File: src/sv/cau_pkg.sv
package cau_pkg;

  // Operand format
  localparam int unsigned DATA_WIDTH = 32;
  localparam int unsigned FRAC_BITS  = 16;

  // Derived widths
  localparam int unsigned PW  = 2 * DATA_WIDTH;      // full product
  localparam int unsigned QW  = DATA_WIDTH + 1;      // quotient / root bits per cell chain
  localparam int unsigned SHR = QW - FRAC_BITS;      // dividend bits above the cell chain
  localparam int unsigned OPW = 3;

  // Pipeline shape
  localparam int unsigned N_FRONT = 4;
  localparam int unsigned N_CELL  = QW;
  localparam int unsigned N_STAGE = N_FRONT + N_CELL + 1;

  typedef enum logic [OPW-1:0] {
    OP_ADD  = 3'd0,
    OP_SUB  = 3'd1,
    OP_MUL  = 3'd2,
    OP_DIV  = 3'd3,
    OP_CONJ = 3'd4,
    OP_MOD  = 3'd5,
    OP_SDIV = 3'd6,
    OP_EQ   = 3'd7
  } op_e;

  // Accepted input beat
  typedef struct packed {
    op_e                   op;
    logic [DATA_WIDTH-1:0] a_re;
    logic [DATA_WIDTH-1:0] a_im;
    logic [DATA_WIDTH-1:0] b_re;
    logic [DATA_WIDTH-1:0] b_im;
  } oper_t;

  // Operands plus raw products
  typedef struct packed {
    op_e                   op;
    logic [DATA_WIDTH-1:0] a_re;
    logic [DATA_WIDTH-1:0] a_im;
    logic [DATA_WIDTH-1:0] b_re;
    logic [DATA_WIDTH-1:0] b_im;
    logic [PW-1:0]         p1;
    logic [PW-1:0]         p2;
    logic [PW-1:0]         p3;
    logic [PW-1:0]         p4;
    logic [PW-1:0]         p5;
    logic [PW-1:0]         p6;
  } prod_t;

  // Simple results plus divider / root operands
  typedef struct packed {
    op_e                   op;
    logic [DATA_WIDTH-1:0] rr;
    logic [DATA_WIDTH-1:0] ri;
    logic                  eq;
    logic                  dz;
    logic                  ov;
    logic                  neg_re;
    logic                  neg_im;
    logic [PW-1:0]         mag_re;
    logic [PW-1:0]         mag_im;
    logic [PW-1:0]         den;
  } comb_t;

  // State handed from cell to cell
  typedef struct packed {
    op_e                   op;
    logic [DATA_WIDTH-1:0] rr;
    logic [DATA_WIDTH-1:0] ri;
    logic                  eq;
    logic                  dz;
    logic                  ov;
    logic                  neg_re;
    logic                  neg_im;
    logic                  big_re;
    logic                  big_im;
    logic [PW-1:0]         den;
    logic [PW-1:0]         rem_re;
    logic [PW-1:0]         rem_im;
    logic [QW-1:0]         dvd_re;
    logic [QW-1:0]         dvd_im;
    logic [QW-1:0]         q_re;
    logic [QW-1:0]         q_im;
    logic [2*QW-1:0]       sq_n;
    logic [QW+1:0]         sq_rem;
    logic [QW-1:0]         sq_root;
  } cell_t;

endpackage

File: src/sv/cau_back.sv
module cau_back (
  input  logic                                  clk_i,
  input  logic                                  en_i,
  input  cau_pkg::cell_t                        cell_i,
  output logic signed [cau_pkg::DATA_WIDTH-1:0] res_re_o,
  output logic signed [cau_pkg::DATA_WIDTH-1:0] res_im_o,
  output logic                                  is_equal_o,
  output logic                                  div_zero_o,
  output logic                                  overflow_o
);

  localparam int unsigned DW = cau_pkg::DATA_WIDTH;
  localparam int unsigned QW = cau_pkg::QW;

  // Clamp a quotient magnitude and apply its sign; top bit flags saturation
  function automatic logic [DW:0] quot_f(input logic neg, input logic big,
                                         input logic [QW-1:0] q);
    logic [QW-1:0] lim;
    logic [QW-1:0] qq;
    logic [QW-1:0] val;
    logic          ov;
    lim = QW'(1) << (DW - 1);
    if (!neg) begin
      lim = lim - QW'(1);
    end
    ov  = big || (q > lim);
    qq  = ov ? lim : q;
    val = neg ? -qq : qq;
    return {ov, val[DW-1:0]};
  endfunction

  logic [DW-1:0] rr_d, ri_d, rr_q, ri_q;
  logic          eq_d, dz_d, ov_d, eq_q, dz_q, ov_q;

  // Pick the result for the opcode
  always_comb begin
    logic [DW:0]   qr;
    logic [DW:0]   qi;
    logic [QW-1:0] smax;
    qr   = quot_f(cell_i.neg_re, cell_i.big_re, cell_i.q_re);
    qi   = quot_f(cell_i.neg_im, cell_i.big_im, cell_i.q_im);
    smax = {2'b00, {(DW-1){1'b1}}};
    rr_d = cell_i.rr;
    ri_d = cell_i.ri;
    eq_d = cell_i.eq;
    dz_d = cell_i.dz;
    ov_d = cell_i.ov;
    case (cell_i.op)
      cau_pkg::OP_DIV, cau_pkg::OP_SDIV: begin
        if (cell_i.dz) begin
          rr_d = '0;
          ri_d = '0;
          ov_d = 1'b0;
        end else begin
          rr_d = qr[DW-1:0];
          ri_d = qi[DW-1:0];
          ov_d = qr[DW] | qi[DW];
        end
      end
      cau_pkg::OP_MOD: begin
        ri_d = '0;
        if (cell_i.sq_root > smax) begin
          rr_d = smax[DW-1:0];
          ov_d = 1'b1;
        end else begin
          rr_d = cell_i.sq_root[DW-1:0];
          ov_d = 1'b0;
        end
      end
      default: begin
        rr_d = cell_i.rr;
      end
    endcase
  end

  always_ff @(posedge clk_i) begin
    if (en_i) begin
      rr_q <= rr_d;
      ri_q <= ri_d;
      eq_q <= eq_d;
      dz_q <= dz_d;
      ov_q <= ov_d;
    end
  end

  assign res_re_o   = rr_q;
  assign res_im_o   = ri_q;
  assign is_equal_o = eq_q;
  assign div_zero_o = dz_q;
  assign overflow_o = ov_q;

endmodule

File: config.mk
export PLATFORM = sky130hd
export DESIGN_NAME = cau_back
export DESIGN_NICKNAME = d
export VERILOG_FILES = /design/src/sv/cau_pkg.sv /design/src/sv/cau_back.sv
export SDC_FILE = /design/constraint.sdc
export NUM_CORES = 1
export LEC_CHECK = 0
export BUFFER_PORTS_ARGS = -buffer_cell sky130_fd_sc_hd__buf_4
export CAP_MARGIN = 20
export CORE_AREA = 2 2 232 234
export CTS_BUF_LIST = sky130_fd_sc_hd__clkbuf_4
export CTS_CLUSTER_SIZE = 8
export DETAILED_ROUTE_END_ITERATION = 8
export DIE_AREA = 0 0 234 236
export PLACE_DENSITY = 0.41
export SLEW_MARGIN = 10
export SYNTH_ARGS = -nofsm -noshare
export SYNTH_HDL_FRONTEND = slang
export SYNTH_SLANG_ARGS = --single-unit
File: constraint.sdc
create_clock -name clk_i -period 7.9 [get_ports clk_i]
set_input_delay 1.58 -clock clk_i [delete_from_list [all_inputs] [get_ports clk_i]]
set_output_delay 1.58 -clock clk_i [all_outputs]
set_load 0.005 [all_outputs]
### Word-level counts from Yosys, hierarchy flattened

Cells that the tools add are included.

* bitwise logic cells: 1
* reductions and logical operators: 3
* muxes and demuxes: 14
* order comparisons: 3
* add/subtract/negate cells: 2
* eq/ne operators: 3

Operators by type and width (count)
* 32-bit two-way mux: 9
* 32-bit one-hot mux with 2 select lines: 2
* 33-bit by 32-bit > comparator with 1-bit output: 2
* 32-bit negator: 2
* 33-bit by 31-bit > comparator with 1-bit output, second input constant: 1
* 3-bit equality test, second input constant: 2
* 3-bit by 2-bit equality test with 1-bit output, second input constant: 1
* 1-bit logical OR: 2
* 1-bit two-way mux: 2
* 1-bit one-hot mux with 2 select lines: 1
* 2-bit OR reduction: 1
* 1-bit bitwise OR: 1

* input port bits: 534
* register bits after elaboration: 67
* output and inout bits: 67
* word-level logic and storage cells: 31

### Depth between registers and ports, before layout

* depth in word-level cells: 8
* mapped depth: 23
* gate-level depth less buffers: 18

### Least setup slack after synthesis

Ideal clock, no wire load.

* path type: input to register
* start point: input port cell_i[461] (netlist name)
* end point: register rr_q[22] (netlist: res_re_o[22]), data pin
* stages: 20
* path buffers: 5
* library setup time: 0.261 ns
* data arrival time: 6.131 ns
* slack: 1.508 ns
* required time: 7.639 ns
* path through: clkbuf_1 inv_1 clkbuf_1 clkbuf_1 ha_1 nand4b_4 nor4_4 nand3_1 or4_4 o31ai_2 clkbuf_1 mux2i_1 ha_1 clkbuf_1 nand3_1 or2_2 nor2_1 a31oi_1 a221o_1 a221o_1

* cells in the longest elaborated chain, start to end: 8

RTL lines
* start: declaration: RTL line cau_back.sv:4 `input cau_pkg::cell_t cell_i,`
* 32-bit two-way mux: RTL line cau_back.sv:23 `if (!neg) begin`
* 33-bit by 32-bit > comparator with 1-bit output: RTL line cau_back.sv:26 `ov = big || (q > lim);`
* 1-bit logical OR: RTL line cau_back.sv:26
* 32-bit two-way mux: RTL line cau_back.sv:27 `qq = ov ? lim : q;`
* 32-bit negator: RTL line cau_back.sv:28 `val = neg ? -qq : qq;`
* 32-bit two-way mux (*): RTL line cau_back.sv:28
* 32-bit two-way mux (*): RTL line cau_back.sv:50 `if (cell_i.dz) begin`
* 32-bit one-hot mux with 2 select lines (*): RTL line cau_back.sv:48 `case (cell_i.op)`
* net rr_d[22]: RTL line cau_back.sv:32 `logic [DW-1:0] rr_d, ri_d, rr_q, ri_q;`
* end signal: assignment: RTL line cau_back.sv:78 `rr_q <= rr_d;`
* end: declaration: RTL line cau_back.sv:32

Mark *: on every way through the listed nets, which the timed path passes. The rest lies on a longest branch.
A chain may end at the register's enable or synchronous reset.

### Worst setup path in the final report

* start point: input port cell_i[461] (netlist name)
* end point: register rr_q[20] (netlist: res_re_o[20]), data pin

The elaborated chain is that of the path after synthesis.

==> flow_summary.ini <==
[sta]
drv_slew = 0
finalCritPeriodShare = 0.807
tightest_slew_ns = 1.10
whs_ns = 1.27
setup_tns_ns = 0
min_period_ns = 6.37
setup_violations = 0
hold_viol_final = 0
maxSlewHeadroom = 0.264
rsz0062_at_grt = false
max_freq_mhz = 157

[yosys]
synth_cell_types = 68
synthArstFlopShare = 0
synth_fp_nets = 1396
ys.flop_type = edfxtp_1
netlist_instances = 796
syn-cell-area_mm2 = 0.00659
synth-edff-count = 67
synth_warnings = 0
ys_seq_area_frac = 0.305
ys_ff_latch = 67
synth_area_per_cell_um2 = 8.28

[setup_path]
worstSetupPathDepth = 16
end_kind = flop
crit_type = input pin to flop
cp_cell_sequence = buf_4 -> ha_1 -> a21o_1 -> a2111oi_0 -> o211ai_1 -> o31a_4 -> a21oi_1 -> buf_4 -> ha_1 -> nand2_1 -> nor2_1 -> nand3_1 -> o21ai_0 -> xnor2_1 -> o21ai_0 -> nand3_1
crit_slowest_cell = o31a_4
critPathArrivalTime_ns = 6.58
cpPeakStageDelay_ns = 0.63
cp_data_required_time_ns = 8.11
crit_path_max_fanout = 55
worst-path-buf-inv = 2
critPathLaunchType = input pin
crit_family = compound AO/OA/AOI/OAI gates

[global_route]
grt_pass1_vias = 7050
grt_overflow = 0
track_usage = 0.127
antenna_found_initial = 5
grt_pass1_wl_um = 50100
grt_max_degree = 68

[die]
die-area_mm2 = 0.0552
die_y_um = 236
core_mm2 = 0.0531
die_x_um = 234
initial_core_util = 0.124
ioPinCount = 601
rows = 85

[drt]
vias = 7198
wirelength_um = 35200
drc = 0
drt_iter0_markers = 364
via_per_inst = 4.18
first_pass_iters = 5
wire_per_inst_um = 20.5
antenna_left = 0

[min_path]
holdPathEnd = div_zero_o$_DFFE_PP_
holdPathStages = 1
hold_path_class = input pin to flop
hp-start = cell_i[463]

[final_layout]
layout_common_cells = buf_4 (255), nand2_1 (123), o21ai_0 (112), edfxtp_1 (67), ha_1 (66)
nNetsFinal = 1617
layout_commonest_cell = buf_4
fin_cells = 1721
drive_above_1_share = 0.291
syn_to_final_growth_pct = 41.9

[cts]
clkTransAtPathRegs_ns = 0.14
hold_buffers = 0
cts_made_buffers = 9
cts_tree = yes
cts_resized = 0
cts-htree-levels = 3
post-cts-setup-buffers = 0
clockRootBuffer = clkbuf_4
cts_buffer_depth = 2
clkSinkCount = 67

[power]
irDropWorstVdd_mv = 0.0680
p_leak_nw = 3.73
powerDensity_mw_per_mm2 = 124
power.total_w = 0.00116

[run]
drv_cap = 0

[placed_design]
placed_cells = 1702
place.gp.congestion = 0.797
dp_hpwl_um = 28200
numPortBuffers = 241

[status]
outcome = complete, no violations
## sequential cells by signal (all words and copies together) (netlist names)
signal / count
res_re_o: 32
is_equal_o: 1
res_im_o: 32
overflow_o: 1
div_zero_o: 1
## stage by stage
stage	instance area [um^2]	setup slack, ns	utilization
6_report	9360	1.53	0.176
5_1_grt	9350	1.21	0.176
4_1_cts	9350	1.69	0.176
3_5_place_dp	9220	1.09	0.174
3_3_place_gp	9220	1.06	0.174
2_1_floorplan	6590	1.51	-
## power by group
part,total [W],switching [W],internal [W]
sequential,0.000451,0.0000115,0.000439
combinational,0.000449,0.000261,0.000188
clock,0.000257,0.000161,0.0000968
total,0.00116,0.000434,0.000724
## cells in the mapped netlist (all sizes together) (2+ instances only)
| master | n | area [um^2] |
|---|---|---|
| a221oi | 14 | 123 |
| inv | 6 | 22.5 |
| o41ai | 2 | 17.5 |
| a31oi | 9 | 62.6 |
| nand4 | 15 | 109 |
| a2111oi | 2 | 17.5 |
| xnor2 | 12 | 105 |
| nor2b | 7 | 43.8 |
| or2 | 5 | 31.3 |
| nand4b | 5 | 58.8 |
| nand2 | 123 | 462 |
| nor3 | 24 | 125 |
| nand2b | 3 | 21.3 |
| a221o | 6 | 60.1 |
| a32o | 2 | 20.0 |
| edfxtp | 67 | 2010 |
| a21o | 19 | 143 |
| a22o | 2 | 17.5 |
| clkbuf | 40 | 150 |
| o21a | 4 | 30.0 |
| o31ai | 10 | 85.1 |
| and2 | 3 | 18.8 |
| ha | 66 | 826 |
| a22oi | 2 | 15.0 |
| o21ai | 122 | 618 |
| a21oi | 48 | 240 |
| nor4 | 9 | 123 |
| mux2i | 13 | 130 |
| nand3 | 35 | 175 |
| a41oi | 2 | 17.5 |
| or3 | 10 | 67.6 |
| a211oi | 10 | 75.1 |
| nor3b | 2 | 15.0 |
| mux2 | 2 | 22.5 |
| o211ai | 7 | 52.6 |
| buf | 5 | 25.0 |
| o311ai | 5 | 43.8 |
| or4 | 8 | 67.6 |
| and3 | 3 | 18.8 |
| nor2 | 54 | 205 |
| xor2 | 2 | 17.5 |
## area by class of cell
cell class	instances	area, um^2
Clock inverter	5	55.1
Antenna cell	4	10.0
Timing Repair Buffer	255	1910
Clock buffer	10	75.1
Tap cell	696	871
Fill cell	5954	43700
Sequential cell	67	2010
Inverter	6	22.5
Multi-Input combinational cell	678	4400
## metal layers
layer | part of all wire | GRT usage | vias up
met5 | 0.00085 | 0 | -
met4 | 0.024 | 0.0372 | 4
met3 | 0.050 | 0.0254 | 29
met2 | 0.46 | 0.203 | 191
met1 | 0.46 | 0.170 | 3464
li1 | - | - | 3510
## worst max path at each step
stage,startpoint,endpoint,slack (ns)
finish,cell_i[461],res_re_o[20]$_DFFE_PP_,1.53
global route,cell_i[461],res_re_o[30]$_DFFE_PP_,1.21
CTS,cell_i[461],res_re_o[30]$_DFFE_PP_,1.69
detailed placement,cell_i[461],res_re_o[30]$_DFFE_PP_,1.09
global placement,cell_i[461],res_re_o[20]$_DFFE_PP_,1.06
floorplan,cell_i[461],res_re_o[22]$_DFFE_PP_,1.51
## cell families (layout without fill, tap and decap cells)
logic type	count (synthesis)	in the layout	synth area share
AOI/OAI and AO/OA	273	273	0.259
xor gates and xnor gates	14	14	0.0186
adders and majority gates	66	66	0.125
buffers and inverters	51	276	0.0300
DFF	67	67	0.305
muxes	15	15	0.0231
other	0	4	0
and+or+nand+nor	310	310	0.239
(Power assumes the default switching activity.)
