$ cat src/sv/cau_pkg.sv
package cau_pkg;

  // Operand format
  localparam int unsigned DATA_WIDTH = 32;
  localparam int unsigned FRAC_BITS  = 16;

  // Derived widths
  localparam int unsigned PW  = 2 * DATA_WIDTH;      // full product
  localparam int unsigned QW  = DATA_WIDTH + 1;      // quotient / root bits per cell chain
  localparam int unsigned SHR = QW - FRAC_BITS;      // dividend bits above the cell chain
  localparam int unsigned OPW = 3;

  // Pipeline shape
  localparam int unsigned N_FRONT = 4;
  localparam int unsigned N_CELL  = QW;
  localparam int unsigned N_STAGE = N_FRONT + N_CELL + 1;

  typedef enum logic [OPW-1:0] {
    OP_ADD  = 3'd0,
    OP_SUB  = 3'd1,
    OP_MUL  = 3'd2,
    OP_DIV  = 3'd3,
    OP_CONJ = 3'd4,
    OP_MOD  = 3'd5,
    OP_SDIV = 3'd6,
    OP_EQ   = 3'd7
  } op_e;

  // Accepted input beat
  typedef struct packed {
    op_e                   op;
    logic [DATA_WIDTH-1:0] a_re;
    logic [DATA_WIDTH-1:0] a_im;
    logic [DATA_WIDTH-1:0] b_re;
    logic [DATA_WIDTH-1:0] b_im;
  } oper_t;

  // Operands plus raw products
  typedef struct packed {
    op_e                   op;
    logic [DATA_WIDTH-1:0] a_re;
    logic [DATA_WIDTH-1:0] a_im;
    logic [DATA_WIDTH-1:0] b_re;
    logic [DATA_WIDTH-1:0] b_im;
    logic [PW-1:0]         p1;
    logic [PW-1:0]         p2;
    logic [PW-1:0]         p3;
    logic [PW-1:0]         p4;
    logic [PW-1:0]         p5;
    logic [PW-1:0]         p6;
  } prod_t;

  // Simple results plus divider / root operands
  typedef struct packed {
    op_e                   op;
    logic [DATA_WIDTH-1:0] rr;
    logic [DATA_WIDTH-1:0] ri;
    logic                  eq;
    logic                  dz;
    logic                  ov;
    logic                  neg_re;
    logic                  neg_im;
    logic [PW-1:0]         mag_re;
    logic [PW-1:0]         mag_im;
    logic [PW-1:0]         den;
  } comb_t;

  // State handed from cell to cell
  typedef struct packed {
    op_e                   op;
    logic [DATA_WIDTH-1:0] rr;
    logic [DATA_WIDTH-1:0] ri;
    logic                  eq;
    logic                  dz;
    logic                  ov;
    logic                  neg_re;
    logic                  neg_im;
    logic                  big_re;
    logic                  big_im;
    logic [PW-1:0]         den;
    logic [PW-1:0]         rem_re;
    logic [PW-1:0]         rem_im;
    logic [QW-1:0]         dvd_re;
    logic [QW-1:0]         dvd_im;
    logic [QW-1:0]         q_re;
    logic [QW-1:0]         q_im;
    logic [2*QW-1:0]       sq_n;
    logic [QW+1:0]         sq_rem;
    logic [QW-1:0]         sq_root;
  } cell_t;

endpackage

$ cat src/sv/cau_cell.sv
module cau_cell (
  input  logic           clk_i,
  input  logic           en_i,
  input  cau_pkg::cell_t cell_i,
  output cau_pkg::cell_t cell_o
);

  localparam int unsigned PW = cau_pkg::PW;
  localparam int unsigned QW = cau_pkg::QW;

  cau_pkg::cell_t cell_d, cell_q;

  // One quotient bit for each part and one root bit
  always_comb begin
    logic [PW:0]   rs_re;
    logic [PW:0]   rs_im;
    logic [PW:0]   df_re;
    logic [PW:0]   df_im;
    logic          qb_re;
    logic          qb_im;
    logic [QW+3:0] st;
    logic [QW+3:0] tr;
    logic [QW+3:0] sd;
    cell_d = cell_i;
    rs_re  = {cell_i.rem_re, cell_i.dvd_re[QW-1]};
    rs_im  = {cell_i.rem_im, cell_i.dvd_im[QW-1]};
    df_re  = rs_re - {1'b0, cell_i.den};
    df_im  = rs_im - {1'b0, cell_i.den};
    qb_re  = rs_re >= {1'b0, cell_i.den};
    qb_im  = rs_im >= {1'b0, cell_i.den};
    cell_d.rem_re = qb_re ? df_re[PW-1:0] : rs_re[PW-1:0];
    cell_d.rem_im = qb_im ? df_im[PW-1:0] : rs_im[PW-1:0];
    cell_d.q_re   = {cell_i.q_re[QW-2:0], qb_re};
    cell_d.q_im   = {cell_i.q_im[QW-2:0], qb_im};
    cell_d.dvd_re = cell_i.dvd_re << 1;
    cell_d.dvd_im = cell_i.dvd_im << 1;

    // Bring down two radicand bits and try root*4+1
    st = {cell_i.sq_rem, cell_i.sq_n[2*QW-1 -: 2]};
    tr = {2'b00, cell_i.sq_root, 2'b01};
    sd = st - tr;
    if (st >= tr) begin
      cell_d.sq_rem  = sd[QW+1:0];
      cell_d.sq_root = {cell_i.sq_root[QW-2:0], 1'b1};
    end else begin
      cell_d.sq_rem  = st[QW+1:0];
      cell_d.sq_root = {cell_i.sq_root[QW-2:0], 1'b0};
    end
    cell_d.sq_n = cell_i.sq_n << 2;
  end

  always_ff @(posedge clk_i) begin
    if (en_i) begin
      cell_q <= cell_d;
    end
  end

  assign cell_o = cell_q;

endmodule

$ cat config.mk
export PLATFORM = sky130hd
export DESIGN_NAME = cau_cell
export DESIGN_NICKNAME = d
export VERILOG_FILES = /design/src/sv/cau_pkg.sv /design/src/sv/cau_cell.sv
export SDC_FILE = /design/constraint.sdc
export NUM_CORES = 1
export LEC_CHECK = 0
export ABC_AREA = 1
export BUFFER_PORTS_ARGS = -buffer_cell sky130_fd_sc_hd__buf_2
export CAP_MARGIN = 0
export CORE_AREA = 2 2 421 423
export CTS_BUF_LIST = sky130_fd_sc_hd__clkbuf_16
export CTS_CLUSTER_DIAMETER = 60
export DETAILED_ROUTE_END_ITERATION = 8
export DIE_AREA = 0 0 423 425
export PLACE_DENSITY_LB_ADDON = 0.12
export SLEW_MARGIN = 30
export SYNTH_ARGS = -nofsm -noshare
export SYNTH_HDL_FRONTEND = slang
export SYNTH_SLANG_ARGS = --single-unit
$ cat constraint.sdc
create_clock -name clk_i -period 2.11 [get_ports clk_i]
set_input_delay 0.211 -clock clk_i [delete_from_list [all_inputs] [get_ports clk_i]]
set_output_delay 0.211 -clock clk_i [all_outputs]
set_load 0.01 [all_outputs]
== Yosys cells after proc, flatten, opt, wreduce, memory -nomap -nowiden ==
Cells that the tools add are included.

* $add $sub $neg: 3
* Multiply operators: 0
* Div/mod/pow operators: 0
* Order comparisons: 3
* Equality and inequality tests: 0
* Shifts and indexed selects: 0
* Multiplexer cells: 3
* Bitwise operators: 0
* Reduce and logical (&&, ||, !) cells: 0

{| class="wikitable"
|+ Operator list
! cell !! count
|-
| 65-bit by 64-bit >= comparator with 1-bit output || 2
|-
| 64-bit 2-to-1 mux || 2
|-
| 64-bit subtractor || 2
|-
| 68-bit 2-to-1 mux || 1
|-
| 37-bit by 35-bit >= comparator with 1-bit output || 1
|-
| 35-bit subtractor || 1
|}

* Register bits: 528
* Latch bits: 0
* Memory bits (writable): 0
* Bits in read-only memories: 0
* Input bits: 534
* Word-level logic and storage cells: 29
* Memories kept: 0

== Logic depth before layout (Yosys ltp) ==
Gate-level depths: netlist of the first run.

* Depth in word-level cells: 2
* Gate-level depth with buffers: 19

== Least setup slack after synthesis of the first run ==
No wires, ideal clock.

* Path type: input port to flip-flop
* Start: input cell_i[401] (netlist bit)
* End: register cell_q, in the netlist cell_o[269] (data pin)
* Arrival time: 1.804 ns
* Data required time: 1.857 ns
* Setup slack: 0.053 ns
* Stages on the path: 18
* Cells stage by stage: inv_1 ha_1 nand2_1 inv_1 nand2_1 nand2_1 inv_1 nand3_2 nand2_1 nand2_2 nand2_1 nand2_1 nand2_2 nand2_4 buf_12 buf_12 nand2_1 nand2_1

{| class="wikitable"
|+ RTL lines
! element !! line !! text
|-
| start, declared || cau_cell.sv:4 || <nowiki>input cau_pkg::cell_t cell_i,</nowiki>
|-
| end signal, assigned || cau_cell.sv:54 || <nowiki>cell_q <= cell_d;</nowiki>
|-
| end, declared || cau_cell.sv:11 || <nowiki>cau_pkg::cell_t cell_d, cell_q;</nowiki>
|}

==> qor.txt, run 1 <==
Syn Std Cell Area - 0.0325 mm2
worst hold slack - 0.0705 ns
worst hold path class - in2reg
vias in the first global route - 37800
Sink Count - 528
startpoint class of the critical path - primary input
maximum clock rate - 0.483 GHz
synthesis-stage register bit count - 528
pwr/cell area - 697 mW/mm2
nets - 7347
max-cap violations - 0
clock-pin slew on the worst setup and hold paths - 0.06 ns
initial antenna violation count - 25
Worst Setup Path Type - in2reg
placed inst area - 0.0476 mm2
Tcrit/Tclk final - 98.1%
CP startpoint - cell_i[440]
DR vias - 36600
Post-Route WL - 210000 um
Final Wtd Congestion - 0.899
commonest non-fill, non-tap cells in the layout - nand2_1 (1534), buf_2 (1053), buf_4 (862), inv_1 (775), edfxtp_1 (528)
share of layout cells above drive strength 1 - 33.7%
Synth Instances - 4131
Die ar. - 0.180 mm2
CP max FO - 4
Cell variety after synth - 44
CP Capture Type - flop
Initial DRC Count - 1985
Mapped Avg Cell Area - 7.87 um2
max reg flops - 528
Worst Setup EP - cell_o[381]$_DFFE_PP_
most common cell after layout, fill and taps aside - nand2_1
RSZ-0062 raised after global routing - yes
EDFF count, synth - 528
final hold vios - 0
YS warnings - 0
gr usage total - 22.5%
maximum VDD drop - 0.000556 V
status - finished, final reports clean
Setup violations, final - 0
critical path data arrival time - 2.53 ns
routed length per instance - 23.1 um
port buffer count - 1059
HPWL after DPL - 178000 um
Pleak - 28.6 nW
main combinational cell family by area after synthesis - simple AND/OR/NAND/NOR gates
area delta synth->final - 73.3%
final worst slack - 0.0410 ns
CTS tree - built
CP required - 2.58 ns
sequential area share after synthesis - 48.7%
simple-gate share of the synthesized area - 29.2%
xor/xnor cell area share of the yosys netlist - 2.24%
CTS H-Tree Depth - 3
pin count of the biggest net entering global routing - 69
share of synthesized registers carrying an async set or reset - 0%
Slew @ Worst Pin - 0.612 ns
Post-DRT Antenna Nets - 0
Initial Utilization - 18.5%
I/O Pins - 1066
total gr overflow - 0
number of remaining DRC errors - 0
post-synthesis mux area share - 0%
total negative setup slack - 0 ns
DR pass1 iterations - 7
Synth Area in Compound Gates - 3.39%
width of the die - 423 um
Setup WS pre-CTS - -0.893 ns
cell chosen for the clock root - clkbuf_16
Max-slew headroom - 58.9%
CTS Buffer Depth - 3
Num CTS Buffers - 85
final design area excluding fillers - 0.0564 mm2
num rows - 154
Post-Synth Adder-Cell Area - 6.39%
fin crit period - 2.07 ns
fin. max-slew vios - 0
Core Area - 0.175 mm2
vias per inst - 4.03
first-pass GRT wire length - 284000 um
Main synth FF type - edfxtp_1
die height - 425 um
-- power breakdown --
group          switching, W  leakage, nW  total, W  internal, W
Combinational       0.00674         22.0    0.0118      0.00507
Clock               0.00581         1.41    0.0142      0.00838
Sequential         0.000414         5.16    0.0133       0.0129
-- synthesized netlist by cell type (2+ instances only) --
cell type	instances	share of area, %
nand2_1	1557	18
inv_1	779	9.0
edfxtp_1	528	49
nand3_1	314	4.8
nor2_1	289	3.3
ha_1	163	6.3
a21oi_1	127	2.0
xor2_1	66	1.8
o21ai_0	59	0.91
nand3b_1	39	0.90
nor3_1	27	0.42
clkbuf_1	23	0.27
nand4_1	20	0.38
xnor2_1	17	0.46
nand2_2	16	0.31
buf_2	13	0.20
nor4_1	11	0.21
inv_2	9	0.10
and3_1	7	0.13
nor2_2	7	0.13
o21a_1	6	0.14
o21ai_1	5	0.077
a21o_1	4	0.092
and2_1	4	0.077
buf_4	4	0.092
buf_6	4	0.14
o21bai_1	4	0.092
or2_2	4	0.077
buf_12	3	0.18
nand2_4	3	0.10
nor2_4	3	0.10
fa_1	2	0.12
nand3_2	2	0.062
o21ai_2	2	0.054
-- timing repair --
| item | CTS | global route |
|---|---|---|
| gates resized for setup | 7 | 141 |
| setup endpoints to repair | 5 | 150 |
| hold buffers | 520 | 1 |
| gates cloned | 0 | 3 |
| hold endpoints to repair | 528 | 1 |
| buffers inserted | 0 | 6 |
| pin swaps | 0 | 14 |
-- critical path, cell delays in order --
cell and delay, ns:
buf_2 0.12, clkinvlp_4 0.21, ha_4 0.35, nand2_1 0.10, buf_4 0.16, nor2_1 0.14, buf_4 0.16, nand2_1 0.15
nor2_1 0.33, nand3_1 0.28, nand2_1 0.14, nand2_1 0.05, nand3_1 0.07, nand2_1 0.05
-- stage by stage --
step                      util, %  total power, W  std cells
after CTS                    31.7          0.0397       9052
final                        32.1          0.0393       9069
after detailed placement     27.1          0.0244       8376
after global routing         32.1          0.0411       9062
after global placement       27.1          0.0244       8376
after floorplan                 -          0.0175       4134
-- worst min path at each step --
stage                     start                    end  slack, ns  cells after the start
finish              cell_i[388]  cell_o[389]$_DFFE_PP_       0.07                      4
floorplan            cell_i[98]  cell_o[100]$_DFFE_PP_       0.31                      0
CTS                 cell_i[388]  cell_o[389]$_DFFE_PP_       0.02                      4
global placement    cell_i[525]  cell_o[525]$_DFFE_PP_       0.39                      1
global route        cell_i[388]  cell_o[389]$_DFFE_PP_       0.05                      4
detailed placement   cell_i[86]   cell_o[88]$_DFFE_PP_       0.39                      1
-- layer usage --
| layer | routed length (um) | global-route usage [%] | vias to the layer above |
|---|---|---|---|
| met2 | 114000 | 44.2 | 948 |
| li1 | - | - | 18200 |
| met1 | 77600 | 23.5 | 17200 |
| met5 | 62 | 0 | - |
| met3 | 8500 | 3.13 | 251 |
| met4 | 9420 | 9.64 | 10 |
-- final cells by class --
cell class                      count  area [um2]
Inverter                          788        2990
Sequential cell                   528       15900
Tap cell                         2340        2930
Multi-Input combinational cell   2769       14000
Antenna cell                       12        30.0
Fill cell                       19200      119000
Clock inverter                     70         666
Timing Repair Buffer             2476       17800
Clock buffer                       86        2150
-- logic make-up (layout without fill, tap and decap cells) --
family | Yosys count | after routing
AND/OR/NAND/NOR | 2307 | 2307
AO/OA/AOI/OAI | 210 | 210
adder cells (fa/ha/maj) | 165 | 165
other | 1 | 16
flip-flops | 528 | 528
buffers and inverters | 837 | 3420
XOR/XNOR | 83 | 83
Note: power is estimated with default switching activity, not from simulation.
==> run 2: changes to the inputs <==
--- a/config.mk
+++ b/config.mk
@@ -5,15 +5,15 @@
 export SDC_FILE = /design/constraint.sdc
 export NUM_CORES = 1
 export LEC_CHECK = 0
-export ABC_AREA = 1
+export ABC_AREA = 0
 export BUFFER_PORTS_ARGS = -buffer_cell sky130_fd_sc_hd__buf_2
 export CAP_MARGIN = 0
-export CORE_AREA = 2 2 421 423
+export CORE_AREA = 2 2 411 413
 export CTS_BUF_LIST = sky130_fd_sc_hd__clkbuf_16
 export CTS_CLUSTER_DIAMETER = 60
 export DETAILED_ROUTE_END_ITERATION = 8
-export DIE_AREA = 0 0 423 425
-export PLACE_DENSITY_LB_ADDON = 0.12
+export DIE_AREA = 0 0 413 415
+export PLACE_DENSITY_LB_ADDON = 0.1
 export SLEW_MARGIN = 30
 export SYNTH_ARGS = -nofsm -noshare
 export SYNTH_HDL_FRONTEND = slang
==> run 2 against run 1 <==
The flow now finishes with violations (setup timing). Critical path depth up 1. Total power down 0.32%. Non-clock buffer count down 27.
==> qor.txt, run 2 <==
status - complete, but fails checks
failing checks - setup timing
Initial Utilization - 16.5%
pin count of the biggest net entering global routing - 64
die height - 415 um
DR pass1 iterations - 5
startpoint class of the critical path - primary input
pwr/cell area - 729 mW/mm2
CTS Buffer Depth - 3
YS warnings - 0
commonest non-fill, non-tap cells in the layout - buf_2 (1033), buf_4 (763), edfxtp_1 (528), dlygate4sd3_1 (528), a21oi_1 (166)
CP Capture Type - flop
area delta synth->final - 94.9%
Initial DRC Count - 1339
Main synth FF type - edfxtp_1
Post-DRT Antenna Nets - 0
dpl cells - 6241
Num CTS Buffers - 86
share of layout cells above drive strength 1 - 53.3%
clock-pin slew on the worst setup and hold paths - 0.05 ns
Synth Instances - 2277
width of the die - 413 um
most common cell after layout, fill and taps aside - buf_2
Mapped Avg Cell Area - 12.1 um2
most common cell in the netlist - edfxtp_1
worst stage delay on the critical path - 0.53 ns
Sink Count - 528
final std cells w/o fill - 7013
Core Area - 0.167 mm2
sequential area share after synthesis - 57.6%
synth cell count leaders - edfxtp_1 (528), a21oi_1 (278), nor2_1 (184)
total negative setup slack - -84.39 ns
final worst slack - -0.707 ns
fin crit period - 2.82 ns
maximum clock rate - 0.355 GHz
CP cell instances - buf_8, inv_8, ha_4, nand2_4, or4_4, or3_4, nor3_4, a21oi_4, a211oi_4, and2_4, a211oi_4, nand3_4, clkbuf_16, buf_16, mux2_4
total gr overflow - 0
maximum VDD drop - 0.000575 V
CP max FO - 4
synthesis-stage register bit count - 528
Syn Std Cell Area - 0.0275 mm2
Cell variety after synth - 81
Die ar. - 0.171 mm2
CTS tree - built
Final Wtd Congestion - 0.851
Hold Crit Start - cell_i[46]
Hold Path End - cell_o[48]$_DFFE_PP_
port buffer count - 1059
max reg flops - 528
HPWL after DPL - 126000 um
vias per inst - 3.98
Tcrit/Tclk final - 134%
I/O Pins - 1066
Worst Setup Path Type - in2reg
worst hold path class - in2reg
number of remaining DRC errors - 0
final hold vios - 0
hold path depth - 4
fin. max-slew vios - 0
DR vias - 27900
CTS H-Tree Depth - 3
critical path data arrival time - 3.27 ns
Max-slew headroom - 60.4%
Slew @ Worst Pin - 0.587 ns
Post-Route WL - 158000 um
Setup violations, final - 165
initial antenna violation count - 54
most frequent cell on the critical path - a211oi_4
main area contributors after synthesis - edfxtp_1 (58%), ha_1 (7.4%), a21oi_1 (5.1%)
Worst path top cell family by delay - simple AND/OR/NAND/NOR gates
RSZ-0062 raised after global routing - yes
worst hold slack - 0.134 ns
Pleak - 23.3 nW
Worst path slowest cell - or4_4
vias in the first global route - 29000
cell chosen for the clock root - clkbuf_16
num rows - 150
nets - 5428
Fillers - 17400
share of synthesized registers carrying an async set or reset - 0%
final core utilization - 32.2%
EDFF count, synth - 528
first-pass GRT wire length - 213000 um
Yosys top cell area share - 57.6%
CP required - 2.56 ns
Buf/Inv on CP - 4
leading area contributor after synthesis - edfxtp_1
max-cap violations - 0
gr usage total - 17.5%
routed length per instance - 22.5 um
[run 2: cell count changes after synthesis, moves of 21 or more]
cell and delta:
a21o_1 +80, o21bai_1 +28, xnor2_1 +82, inv_1 -637, a21oi_1 +151, nand3b_1 -35
clkbuf_1 +21, nand3_1 -276, nor2_1 -105, mux2_4 +41, nand2_1 -1442
[run 2: tightest hold or removal path, cell delays in order]
cell and delay (ns):
buf_2 0.09, ha_1 0.17, xnor2_1 0.12, mux2_4 0.13
[run 2: kinds of logic after synthesis]
kind of cell / count (synthesis) / share of synthesized area [%]
compound gates: 631 / 14.5
flops: 528 / 57.6
simple gates: 508 / 8.72
buf+inv: 230 / 3.73
fa+ha+maj: 165 / 7.55
xor+xnor: 153 / 4.86
mux: 61 / 3.05
other cells: 1 / 0.0136
[run 2: through the flow]
step / power, W / area (um2) / worst slack, ns
6_report: 0.0392 / 53700 / -0.707
5_1_grt: 0.0410 / 53700 / -0.751
4_1_cts: 0.0390 / 51200 / -0.642
3_5_place_dp: 0.0233 / 42100 / -1.76
3_3_place_gp: 0.0234 / 42100 / -1.72
2_1_floorplan: 0.0176 / 28300 / -0.992
[run 2: repair_timing]
item,in CTS,in global routing
resized for setup,163,413
endpoints found under the hold margin,548,2
endpoints found under the setup margin,166,166
pin swaps,44,103
setup buffers,22,56
gates cloned,6,15
hold buffers,526,2
[run 2: power by group]
group / internal (W) / total (W) / switching, W
clock: 0.00828 / 0.0141 / 0.00578
sequential: 0.0129 / 0.0134 / 0.000442
combinational: 0.00589 / 0.0117 / 0.00584
[run 2: layout make-up]
| cell class | instances | area [um2] | area share (%) |
|---|---|---|---|
| Multi-Input combinational cell | 1522 | 13300 | 24.8 |
| Sequential cell | 528 | 15900 | 29.5 |
| Tap cell | 2204 | 2760 | 5.14 |
| Clock buffer | 86 | 2150 | 4.01 |
| Timing Repair Buffer | 2449 | 18300 | 34.1 |
| Clock inverter | 69 | 652 | 1.21 |
| Antenna cell | 13 | 32.5 | 0.0606 |
| Inverter | 142 | 632 | 1.18 |
[run 2: metal layers]
layer,share of wire [%],GRT usage (%),vias up
li1,-,-,13500
met1,42,21.2,13300
met2,49,29.9,898
met3,7.3,4.96,191
met4,2.2,4.92,28
met5,0.10,0,-
[run 2: how the worst max path moves through the flow]
stage,startpoint,to,slack (ns),depth (start not counted)
floorplan,cell_i[425],cell_o[269]$_DFFE_PP_,-0.99,14
global placement,cell_i[232],cell_o[326]$_DFFE_PP_,-1.72,18
detailed placement,cell_i[232],cell_o[326]$_DFFE_PP_,-1.76,18
CTS,cell_i[394],cell_o[382]$_DFFE_PP_,-0.64,15
global route,cell_i[432],cell_o[322]$_DFFE_PP_,-0.75,15
finish,cell_i[432],cell_o[270]$_DFFE_PP_,-0.71,15
